**src/design/mbtcp_pkg.sv**
```systemverilog
package mbtcp_pkg;

    // Position of a byte within its ADU
    typedef logic [16:0] offset_t;

    // Per-item status code
    typedef enum logic [1:0] {
        STATUS_OK      = 2'd0,
        STATUS_LEN_ERR = 2'd1,
        STATUS_TRUNC   = 2'd2,
        STATUS_SHORT   = 2'd3
    } status_t;

    // MBAP header offsets
    localparam offset_t OFF_TID_HI  = 17'd0;
    localparam offset_t OFF_TID_LO  = 17'd1;
    localparam offset_t OFF_LEN_HI  = 17'd4;
    localparam offset_t OFF_LEN_LO  = 17'd5;
    localparam offset_t OFF_UNIT    = 17'd6;
    localparam offset_t OFF_FUNC    = 17'd7;

    // ADU spans 6 + length bytes, so the last offset is length + 5
    localparam offset_t LAST_ADJUST = 17'd5;
    localparam logic [15:0] MIN_LENGTH = 16'd2;
    localparam logic [3:0]  MIN_PACKET = 4'd8;

    // Deframer state carried between items
    typedef struct packed {
        offset_t     offset_count;
        logic [15:0] length;
        logic [15:0] transaction;
        logic [7:0]  unit;
        logic [7:0]  func;
        logic        discard;
        logic [3:0]  packet_bytes;
    } state_t;

    // One result item
    typedef struct packed {
        logic [7:0]  out_byte;
        logic        in_adu;
        offset_t     byte_offset;
        logic        adu_first;
        logic        adu_last;
        logic [15:0] transaction_ident;
        logic [15:0] length_value;
        logic [7:0]  unit_ident;
        logic [7:0]  func_code;
        status_t     status;
    } result_t;

endpackage

```
**src/design/modbus_tcp_adu_deframer.sv**
```systemverilog
// Modbus TCP ADU deframer: tags each payload byte with its ADU position.
// Each accepted byte's result item is registered and appears on m_ in the next cycle.
// Throughput: one byte per cycle; the single output register is the only
// stage, and s_tready stays high while that register is empty or drained.
// Reset (aresetn low, synchronous) clears all deframer state and m_tvalid.
module modbus_tcp_adu_deframer (
    input  logic        aclk,
    input  logic        aresetn,
    input  logic        s_tvalid,
    output logic        s_tready,
    input  logic [7:0]  s_tdata,   // [7:0] data_byte
    input  logic        s_tlast,   // packet_end
    output logic        m_tvalid,
    input  logic        m_tready,
    output logic [79:0] m_tdata,   // [7:0] out_byte, [24:8] byte_offset,
                                   // [40:25] transaction_ident,
                                   // [56:41] length_value, [64:57] unit_ident,
                                   // [72:65] func_code, [79:73] zero
    output logic [3:0]  m_tuser,   // [0] in_adu, [1] adu_first, [3:2] status
    output logic        m_tlast    // adu_last
);
    import mbtcp_pkg::*;

    state_t  state_reg;
    state_t  state_next;
    result_t result_reg;
    result_t result_next;
    logic    valid_reg;
    logic    accept;

    mbtcp_step u_step (
        .cur        (state_reg),
        .data_byte  (s_tdata),
        .packet_end (s_tlast),
        .nxt        (state_next),
        .res        (result_next)
    );

    assign s_tready = !valid_reg || m_tready;
    assign accept   = s_tvalid && s_tready;

    // Deframer state and output valid
    always_ff @(posedge aclk) begin
        if (!aresetn) begin
            state_reg <= '0;
            valid_reg <= 1'b0;
        end else if (accept) begin
            state_reg <= state_next;
            valid_reg <= 1'b1;
        end else if (m_tready) begin
            valid_reg <= 1'b0;
        end
    end

    // Result payload
    always_ff @(posedge aclk) begin
        if (accept) begin
            result_reg <= result_next;
        end
    end

    assign m_tvalid = valid_reg;
    assign m_tdata  = {7'b0, result_reg.func_code, result_reg.unit_ident,
                       result_reg.length_value, result_reg.transaction_ident,
                       result_reg.byte_offset, result_reg.out_byte};
    assign m_tuser  = {result_reg.status, result_reg.adu_first, result_reg.in_adu};
    assign m_tlast  = result_reg.adu_last;

endmodule

```
**src/design/mbtcp_step.sv**
```systemverilog
module mbtcp_step (
    input  mbtcp_pkg::state_t  cur,
    input  logic [7:0]         data_byte,
    input  logic               packet_end,
    output mbtcp_pkg::state_t  nxt,
    output mbtcp_pkg::result_t res
);
    import mbtcp_pkg::*;

    offset_t     off;
    offset_t     last_off;
    logic [15:0] len_now;

    // Header capture, ADU boundary and error detection for one byte
    always_comb begin
        nxt      = cur;
        off      = cur.offset_count;
        len_now  = {cur.length[15:8], data_byte};
        last_off = {1'b0, cur.length} + LAST_ADJUST;

        res.out_byte    = data_byte;
        res.in_adu      = 1'b0;
        res.byte_offset = '0;
        res.adu_first   = 1'b0;
        res.adu_last    = 1'b0;
        res.status      = STATUS_OK;

        // saturating packet byte count
        if (cur.packet_bytes < MIN_PACKET) begin
            nxt.packet_bytes = cur.packet_bytes + 4'd1;
        end

        if (!cur.discard) begin
            res.in_adu      = 1'b1;
            res.byte_offset = off;
            res.adu_first   = (off == OFF_TID_HI);

            case (off)
                OFF_TID_HI: nxt.transaction = {data_byte, 8'h00};
                OFF_TID_LO: nxt.transaction = {cur.transaction[15:8], data_byte};
                OFF_LEN_HI: nxt.length      = {data_byte, 8'h00};
                OFF_LEN_LO: nxt.length      = len_now;
                OFF_UNIT:   nxt.unit        = data_byte;
                OFF_FUNC:   nxt.func        = data_byte;
                default:    ;
            endcase

            if (off == OFF_LEN_LO && len_now < MIN_LENGTH) begin
                res.status       = STATUS_LEN_ERR;
                nxt.discard      = 1'b1;
                nxt.offset_count = '0;
            end else if (off >= OFF_FUNC && off == last_off) begin
                res.adu_last     = 1'b1;
                nxt.offset_count = '0;
            end else begin
                nxt.offset_count = off + 17'd1;
                if (packet_end) begin
                    res.status = STATUS_TRUNC;
                end
            end
        end

        // end of packet: short check wins, per-packet state clears
        if (packet_end) begin
            if (nxt.packet_bytes < MIN_PACKET) begin
                res.status = STATUS_SHORT;
            end
            nxt.offset_count = '0;
            nxt.discard      = 1'b0;
            nxt.packet_bytes = '0;
        end

        res.transaction_ident = nxt.transaction;
        res.length_value      = nxt.length;
        res.unit_ident        = nxt.unit;
        res.func_code         = nxt.func;
    end

endmodule

```
**config.mk**
```make
export PLATFORM = sky130hd
export DESIGN_NAME = modbus_tcp_adu_deframer
export DESIGN_NICKNAME = d
export VERILOG_FILES = /design/src/design/mbtcp_pkg.sv /design/src/design/modbus_tcp_adu_deframer.sv /design/src/design/mbtcp_step.sv
export SDC_FILE = /design/constraint.sdc
export NUM_CORES = 1
export LEC_CHECK = 0
export BUFFER_PORTS_ARGS = -buffer_cell sky130_fd_sc_hd__clkbuf_2
export CAP_MARGIN = 20
export CELL_PAD_IN_SITES_DETAIL_PLACEMENT = 1
export CELL_PAD_IN_SITES_GLOBAL_PLACEMENT = 1
export CORE_UTILIZATION = 41
export CTS_CLUSTER_SIZE = 20
export DETAILED_ROUTE_END_ITERATION = 10
export GPL_TIMING_DRIVEN = 1
export HOLD_SLACK_MARGIN = 0.02
export PLACE_DENSITY_LB_ADDON = 0.1
export SYNTH_ARGS = -nofsm -noshare
export SYNTH_HDL_FRONTEND = slang
export SYNTH_HIERARCHICAL = 1
export SYNTH_SLANG_ARGS = --single-unit
```
**constraint.sdc**
```tcl
create_clock -name aclk -period 2.8 [get_ports aclk]
set_input_delay 0.56 -clock aclk [delete_from_list [all_inputs] [get_ports aclk]]
set_output_delay 0.56 -clock aclk [all_outputs]
set_load 0.03 [all_outputs]
```
==> reports/qor.csv, run 1 <==
metric,value,unit
outcome,"complete, but fails checks",
violations,negative setup slack,
start_util,0.424,
setup_ws,-0.0470,ns
final_common_cell,nand2_1,
period_needed,2.85,ns
seq_area_frac_synth,0.467,
tightest_slew,0.741,ns
dieArea,0.0202,mm²
grt_max_degree,59,
grt_use_total,0.230,
path_class,flop to flop,
power.density,535,mW/mm²
slowest_stage,or3_4,
cpPeakStageDelay,0.50,ns
leakage,0.00390,µW
vias_per_cell,5.33,
dpl_cell_area,0.00871,mm²
start_kind,flop,
portBuffers,92,
grt_pass1_wl,35300,µm
vdd_ir_drop_max,0.380,mV
grt.overflow.total,0,
clkPwrFrac,0.437,
slew_headroom,0.503,
slew_viol_final,0,
wirelength,22700,µm
cts.sinks,149,
async_flop_share,0,
setup_viol,15,
fmax,351,MHz
drc_errors,0,
hold_path_class,input port to flop,
area_growth,18.9,%
regToRegSetupSlack,-0.05,ns
layout_common_cells,"nand2_1 (188), clkbuf_2 (91), buf_4 (87)",
cts_tree,built,
cts_buffers,17,
combPwrFrac,0.095,
ys_types,62,
p_int,3730,µW
clockRootBuffer,clkbuf_16,
drv_cap,0,
final_util,0.504,
coreArea,0.0190,mm²
pin_count,100,
hold_start,s_tvalid,
avgSynthCellArea,10.2,µm²
dp_hpwl,16000,µm
critPathCaptureType,flop,
ant_nets,0,
rows,50,
cts_buffer_depth,2,
p_sw_frac,0.273,
die_w,142,µm
n_antenna_cell,0,
clock_latency,0.43,ns
antenna_found_initial,0,
cp.required,3.15,ns
largest_reg_flops,73,
crit_path_cell_trace,"nand4_1, or3_4, a211o_1, a31oi_4, or4_4, or3b_4, buf_12, o311ai_4, nand2_1, mux2i_1",
finalPower,5130,µW
crit_fanout,8,
skew,0.0123,ns
gp_congestion,0.792,
wl_per_cell,19.7,µm
final_area,0.00958,mm²
switchingPower,1400,µW
rsz0062_at_grt,true,
synth-seq-cells,149,
finalCritPeriodShare,1.02,
drt-initial-drc-count,285,
drive_gt1_frac,0.316,
crit_start,state_reg[43]$_SDFFE_PN0P_,
ys_warn_count,6,
clk_pin_slew,0.07,ns
synth-edff-count,78,
p_seq_frac,0.468,
synth_cells,791,
arrival,3.20,ns
hold_violations,0,
vias,6144,
synth.cell_area,0.00806,mm²
firstDrtPassIters,4,
grt_pass1_vias,6408,
synth_flop_cell,edfxtp_1,
reg2reg_from,state_reg[43]$_SDFFE_PN0P_,
finalNetCount,899,
h-tree-depth,4,
die_h,142,µm
==> critical path, delay by kind of cell (launching register included) <==
family,cells,cell delay (ns)
AOI/OAI and AO/OA,3,0.71
DFF,1,0.33
and+or+nand+nor,5,1.44
muxes,1,0.14
buffers and inverters,1,0.17
==> logic make-up (layout without fill, tap and decap cells) <==
logic type | after synthesis | count (layout) | share of synthesized area
DFF | 149 | 149 | 0.467
buffers and inverters | 132 | 228 | 0.114
and+or+nand+nor | 311 | 311 | 0.188
adders and majority gates | 6 | 6 | 0.00931
AOI/OAI and AO/OA | 80 | 80 | 0.0835
muxes | 87 | 87 | 0.110
xor gates and xnor gates | 25 | 25 | 0.0272
other | 1 | 7 | 0.000465
==> power groups by stage <==
stage	Sequential, µW	Clock, µW	Combinational [µW]
4_1_cts	2400	2290	486
3_5_place_dp	2450	0	483
5_1_grt	2410	2350	516
3_3_place_gp	2450	0	473
2_1_floorplan	2570	0	260
6_report	2400	2240	487
==> path summary, 6_finish.rpt <==
kind / depth (start not counted) / endpoint
hold / removal: 3 / m_tvalid$_SDFFE_PN0P_
hold reg to reg: 2 / state_reg[11]$_SDFFE_PN0P_
setup reg to reg: 10 / state_reg[62]$_SDFFE_PN0P_
setup / recovery: 10 / state_reg[62]$_SDFFE_PN0P_
==> stage by stage <==
step | hold slack [ns] | std cells | setup TNS (ns) | worst slack, ns
after floorplan | 0.431 | 797 | 0 | 0.0158
after global placement | 0.439 | 1116 | -0.0390 | -0.0125
after detailed placement | 0.448 | 1116 | -1.50 | -0.140
after CTS | 0.373 | 1149 | 0 | 0.00190
after global routing | 0.414 | 1153 | -2.03 | -0.147
final | 0.381 | 1153 | -0.314 | -0.0470
==> area by class of cell <==
cell class | count | area (µm²)
fill | 2144 | 9440
sequential | 149 | 3780
multi-input combinational | 516 | 3650
timing repair buffer | 184 | 1220
clock buffer | 19 | 454
tap | 260 | 325
clock inverter | 13 | 110
inverter | 12 | 45.0
==> per-layer routing <==
metal	GRT usage	routed length, µm	part of all wire
met2	0.397	11200	0.49
met1	0.297	10200	0.45
met4	0.0594	274	0.012
met3	0.0404	998	0.044
met5	0	0	0
==> repair_timing <==
item | CTS | global route
hold buffers | 0 | 0
gates resized for setup | 20 | 28
setup endpoints to repair | 18 | 19
setup buffers | 1 | 4
pin swaps | 4 | 21
==> Yosys cell counts (15+ instances only) <==
| library cell | number | area [µm²] |
|---|---|---|
| nor2_1 | 15 | 56.3 |
| dfxtp_1 | 71 | 1420 |
| mux2_2 | 16 | 180 |
| mux2i_1 | 71 | 711 |
| buf_2 | 16 | 80.1 |
| a22o_1 | 32 | 280 |
| clkbuf_1 | 26 | 97.6 |
| nor2b_1 | 20 | 125 |
| nand2_1 | 188 | 706 |
| buf_4 | 68 | 510 |
| edfxtp_1 | 78 | 2340 |
| nand3_1 | 15 | 75.1 |
(Power assumes the default switching activity.)
==> run 2, diff against run 1 <==
==> constraint.sdc (replaced) <==
create_clock -name aclk -period 2.8 [get_ports aclk]
set_input_delay 0.42 -clock aclk [delete_from_list [all_inputs] [get_ports aclk]]
set_output_delay 0.42 -clock aclk [all_outputs]
set_load 0.03 [all_outputs]
==> run 2 against run 1 <==
  * The flow still finishes with violations (negative setup slack)
  * Clock power up 6%
  * Sequential share of layout area is 0.29 points lower
  * First-iteration DRC count grew 27%
  * Worst setup slack worse by 0.0043 ns
  * Largest power group unchanged
==> reports/qor.csv, run 2 (synthesis gave the netlist of run 1 again) <==
metric,value,unit,change
clk_pin_slew,0.07,ns,about the same
violations,negative setup slack,,
grt.overflow.total,0,,unchanged
firstDrtPassIters,4,,unchanged
switchingPower,1380,µW,-1.9%
cts_hold_buf,0,,unchanged
worstSetupPathDepth,12,,+2
outcome,"complete, but fails checks",,
clkPwrFrac,0.450,,+0.013
hold_path_class,input port to flop,,
setup_tns,-0.333,ns,-0.0183 ns
hold_start,s_tvalid,,
crit_path_cell_trace,"nand4_1, buf_4, buf_6, or3_4, nor3_4, a211oi_2, or4_4, or3b_4, buf_8, o311ai_2, nand2_1, mux2i_1",,
drv_cap,0,,unchanged
slew_viol_final,0,,unchanged
grt_max_degree,86,,+46%
final_common_cell,nand2_1,,
cpPeakStageDelay,0.56,ns,+0.06 ns
rsz0062_at_grt,true,,
vias_per_cell,5.31,,-0.34%
path_delay_family,simple AND/OR/NAND/NOR gates,,
hold_path_end,m_tvalid$_SDFFE_PN0P_,,
n_fill_cell,2143,,-0.047%
ff2ff_path_depth,12,,+2
dp_hpwl,16100,µm,+0.47%
ant_nets,0,,unchanged
coreArea,0.0190,mm²,unchanged
combPwrFrac,0.093,,-0.002
h-tree-depth,4,,unchanged
cts.sinks,149,,unchanged
period_needed,2.85,ns,+0.00425 ns
vias,6192,,+0.78%
drive_gt1_frac,0.323,,+0.00761
antenna_found_initial,0,,unchanged
grt_pass1_vias,6296,,-1.7%
n_antenna_cell,0,,unchanged
finalCritPeriodShare,1.02,,+0.00152
p_seq_frac,0.457,,-0.011
hold_depth,3,,unchanged
regToRegSetupSlack,-0.05,ns,about the same
cts_buffers,17,,unchanged
die_w,142,µm,unchanged
slew_headroom,0.529,,+0.0259
p_sw_frac,0.262,,-0.0117
arrival,3.15,ns,-0.05 ns
p_int,3880,µW,+4.2%
place_ws,-0.201,ns,-0.0609 ns
largest_reg_flops,73,,unchanged
wirelength,22800,µm,+0.17%
portBuffers,92,,unchanged
reg2reg_from,state_reg[42]$_SDFFE_PN0P_,,
fmax,351,MHz,-0.15%
clock_latency,0.43,ns,about the same
wl_per_cell,19.5,µm,-0.95%
setup_viol,11,,-4
die_h,142,µm,unchanged
finalNetCount,912,,+1.4%
dieArea,0.0202,mm²,unchanged
leakage,0.00399,µW,+2.5%
path_buf_inv,3,,+2
reg2reg_to,state_reg[59]$_SDFFE_PN0P_,,
layout_common_cells,"nand2_1 (188), buf_4 (96), clkbuf_2 (91)",,
grt_pass1_wl,35300,µm,-0.14%
path_class,flop to flop,,
cp.required,3.10,ns,-0.05 ns
final_util,0.508,,+0.00368
cts_tree,built,,
critPathCaptureType,flop,,
area_growth,19.7,%,
pin_count,100,,unchanged
grt_use_total,0.234,,+0.00351
setup_ws,-0.0512,ns,-0.00425 ns
crit_fanout,5,,-3
hold_violations,0,,unchanged
rows,50,,unchanged
vdd_ir_drop_max,0.446,mV,+17%
start_util,0.424,,unchanged
drt-initial-drc-count,363,,+27%
skew,0.0107,ns,-0.00160 ns
start_kind,flop,,
slowest_stage,or4_4,,
power.density,545,mW/mm²,+1.8%
clockRootBuffer,clkbuf_16,,
drc_errors,0,,unchanged
finalPower,5260,µW,+2.5%
gp_congestion,0.852,,+7.5%
cts_buffer_depth,2,,unchanged
tightest_slew,0.703,ns,-0.0386 ns
run 2: repair_timing:
item / in CTS / in global routing
gates cloned: 1 / 0
buffers inserted: 4 / 3
pin swaps: 12 / 18
gates resized for setup: 27 / 16
endpoints found under the setup margin: 18 / 22
run 2: cell type report:
class	count	area [µm²]	area share
inverter	12	45.0	0.00467
multi-input combinational	516	3560	0.369
clock buffer	19	443	0.0459
tap	260	325	0.0337
timing repair buffer	197	1340	0.139
clock inverter	13	160	0.0166
sequential	149	3780	0.391
run 2: worst max-delay path by stage:
stage                               start                    endpoint  slack [ns]
6_report       state_reg[42]$_SDFFE_PN0P_  state_reg[59]$_SDFFE_PN0P_       -0.05
4_1_cts        state_reg[40]$_SDFFE_PN0P_  state_reg[53]$_SDFFE_PN0P_       -0.01
5_1_grt        state_reg[42]$_SDFFE_PN0P_  state_reg[56]$_SDFFE_PN0P_       -0.16
2_1_floorplan  state_reg[40]$_SDFFE_PN0P_  state_reg[56]$_SDFFE_PN0P_        0.02
3_5_place_dp   state_reg[37]$_SDFFE_PN0P_  state_reg[59]$_SDFFE_PN0P_       -0.20
3_3_place_gp   state_reg[40]$_SDFFE_PN0P_        m_tuser[3]$_DFFE_PP_       -0.06
run 2: power groups by stage:
stage	clock, µW	sequential (µW)	combinational [µW]
after global routing	2490	2410	518
after global placement	0	2450	472
after detailed placement	0	2450	480
final	2370	2400	487
after floorplan	0	2570	260
after CTS	2420	2410	491
run 2: per-stage QoR:
step / std cells / hold WS (ns) / area, µm²
3_5_place_dp: 1127 / 0.446 / 8790
3_3_place_gp: 1127 / 0.438 / 8790
4_1_cts: 1164 / 0.234 / 9550
2_1_floorplan: 797 / 0.431 / 8110
6_report: 1166 / 0.242 / 9650
5_1_grt: 1166 / 0.248 / 9650
run 2: metal layers:
metal  share of wire  up-vias  global-route usage
li1                -     2917                   -
met1            0.46     3108               0.302
met2            0.49      137               0.393
met3           0.034       30              0.0373
met4           0.018        0              0.0855
met5               0        -                   0
run 2: worst reg2reg max path, delay by kind of cell, from the launching register on:
kind / cells / cell delay (ns)
AOI/OAI and AO/OA: 2 / 0.18
buffers and inverters: 3 / 0.49
DFF: 1 / 0.33
muxes: 1 / 0.07
and+or+nand+nor: 6 / 1.66
==> run 3, diff against run 2 <==
Settings changed: PLACE_DENSITY from default to 0.82, PLACE_DENSITY_LB_ADDON 0.1 to default.
==> run 3 against run 2 <==
  * The flow now finishes without violations
  * Die area is the same
  * Worst setup slack improved by 0.053 ns
  * Worst hold slack got worse by 0.0058 ns
  * Critical path type unchanged
  * Critical endpoint is now state_reg[65]$_SDFFE_PN0P_
  * Sequential power barely moved
  * Register-to-register slack improved by 0.05 ns
  * Non-clock buffer count fell by 19
  * Maximum frequency up 1.9%
==> reports/qor.csv, run 3 (synthesis gave the netlist of run 1 again) <==
metric,value,unit,change
rsz0062_at_grt,true,,
cts_buffers,17,,unchanged
coreArea,0.0190,mm²,unchanged
n_antenna_cell,0,,unchanged
vdd_ir_drop_max,0.378,mV,-15%
holdWs,0.236,ns,-0.00579 ns
final_common_cell,nand2_1,,
cp.required,3.16,ns,+0.06 ns
firstDrtPassIters,5,,+1
tightest_slew,0.608,ns,-0.0947 ns
cts_tree,built,,
slew_headroom,0.595,,+0.0662
vias,6229,,+0.60%
skew,0.0102,ns,-0.000473 ns
hold_violations,0,,unchanged
crit_fanout,8,,+3
grt_pass1_wl,35200,µm,about the same
path_class,flop to flop,,
largest_reg_flops,73,,unchanged
grt.overflow.total,0,,unchanged
portBuffers,92,,unchanged
grt_pass1_vias,6318,,+0.35%
ant_nets,0,,unchanged
start_kind,flop,,
critPathCaptureType,flop,,
cts_buffer_depth,2,,unchanged
drt-initial-drc-count,500,,+38%
outcome,finished clean,,
vias_per_cell,5.43,,+2.3%
drv_cap,0,,unchanged
finalPower,5200,µW,-1.1%
finalNetCount,893,,-2.1%
finalCritPeriodShare,0.999,,-0.0188
arrival,3.16,ns,about the same
drc_errors,0,,unchanged
wirelength,22800,µm,+0.22%
multi_input_area,0.00363,mm²,+1.8%
die_w,142,µm,unchanged
layout_common_cells,"nand2_1 (188), clkbuf_2 (91), edfxtp_1 (78)",,
pin_count,100,,unchanged
leakage,0.00387,µW,-3.1%
ff_latch_area,0.00378,mm²,about the same
hold_path_class,input port to flop,,
clockRootBuffer,clkbuf_16,,
dp_hpwl,15300,µm,-5.1%
dpl_cell_area,0.00871,mm²,-0.94%
clock_latency,0.43,ns,about the same
slew_viol_final,0,,unchanged
n_fill_cell,2135,,-0.37%
gp_congestion,0.858,,+0.69%
wl_per_cell,19.9,µm,+1.9%
dieArea,0.0202,mm²,unchanged
rows,50,,unchanged
start_util,0.424,,unchanged
clk_pin_slew,0.06,ns,about the same
cts_hold_buf,0,,unchanged
setup_viol,0,,-11
final_area,0.00958,mm²,-0.79%
area_growth,18.8,%,
die_h,142,µm,unchanged
cts.sinks,149,,unchanged
h-tree-depth,4,,unchanged
period_needed,2.80,ns,-0.0526 ns
antenna_found_initial,0,,unchanged
drive_gt1_frac,0.317,,-0.00660
fmax,357,MHz,+1.9%
power.density,543,mW/mm²,-0.27%
grt_use_total,0.231,,-0.00269
grt_max_degree,58,,-33%
==> run 3: changes by cell type in the layout (fill, tap and decap cells not counted), sizes merged <==
cell	before	now
buf	106	86
clkbuf	110	113
inv	20	17
bufinv	2	1
clkinv	2	3
clkinvlp	1	2
==> run 3: where the power goes <==
group	switching (µW)	total (µW)	internal [µW]
sequential	28.4	2400	2370
combinational	356	499	143
clock	984	2300	1320
total	1370	5200	3840
==> run 3: stage by stage <==
stage / instances / TNS, ns / setup slack, ns / util
detailed placement: 1111 / -0.749 / -0.142 / 0.458
global route: 1147 / -1.06 / -0.108 / 0.504
CTS: 1146 / -0.0173 / -0.00977 / 0.493
global placement: 1111 / -0.0771 / -0.0189 / 0.458
finish: 1147 / 0 / 0.00143 / 0.504
floorplan: 797 / 0 / 0.0158 / -
==> run 3: final cells by class <==
class / count / area share
sequential: 149 / 0.395
multi-input combinational: 516 / 0.379
timing repair buffer: 178 / 0.127
clock buffer: 21 / 0.0493
tap: 260 / 0.0340
clock inverter: 11 / 0.0119
inverter: 12 / 0.00470
==> run 3: critical path: stages, from the launching register on <==
cell,delay [ns]
dfxtp_2,0.33
nand4_1,0.21
or3_4,0.46
a211o_1,0.30
a31oi_4,0.21
or4_4,0.15
or3b_4,0.41
buf_12,0.17
o311ai_2,0.28
nand2_1,0.08
mux2i_1,0.13
==> run 3: final timing paths <==
path	from	to	slack [ns]	cells after the start
hold reg to reg	state_reg[31]$_SDFFE_PN0P_	state_reg[31]$_SDFFE_PN0P_	0.46	2
setup reg to reg	state_reg[40]$_SDFFE_PN0P_	state_reg[65]$_SDFFE_PN0P_	0.001	10
hold / removal	s_tvalid	m_tvalid$_SDFFE_PN0P_	0.24	3
setup / recovery	state_reg[40]$_SDFFE_PN0P_	state_reg[65]$_SDFFE_PN0P_	0.001	10
==> run 3: layer usage <==
layer	GRT usage	part of all wire
met4	0.0821	0.019
met1	0.294	0.44
met5	0	0
met3	0.0424	0.048
met2	0.392	0.50
==> run 3: timing repair <==
item / 4_1_cts / 5_1_grt
pin swaps: 6 / 23
endpoints found under the setup margin: 13 / 25
endpoints found under the hold margin: 0 / 0
setup buffers: 3 / 1
gates resized for setup: 12 / 35
cloned: 0 / 1
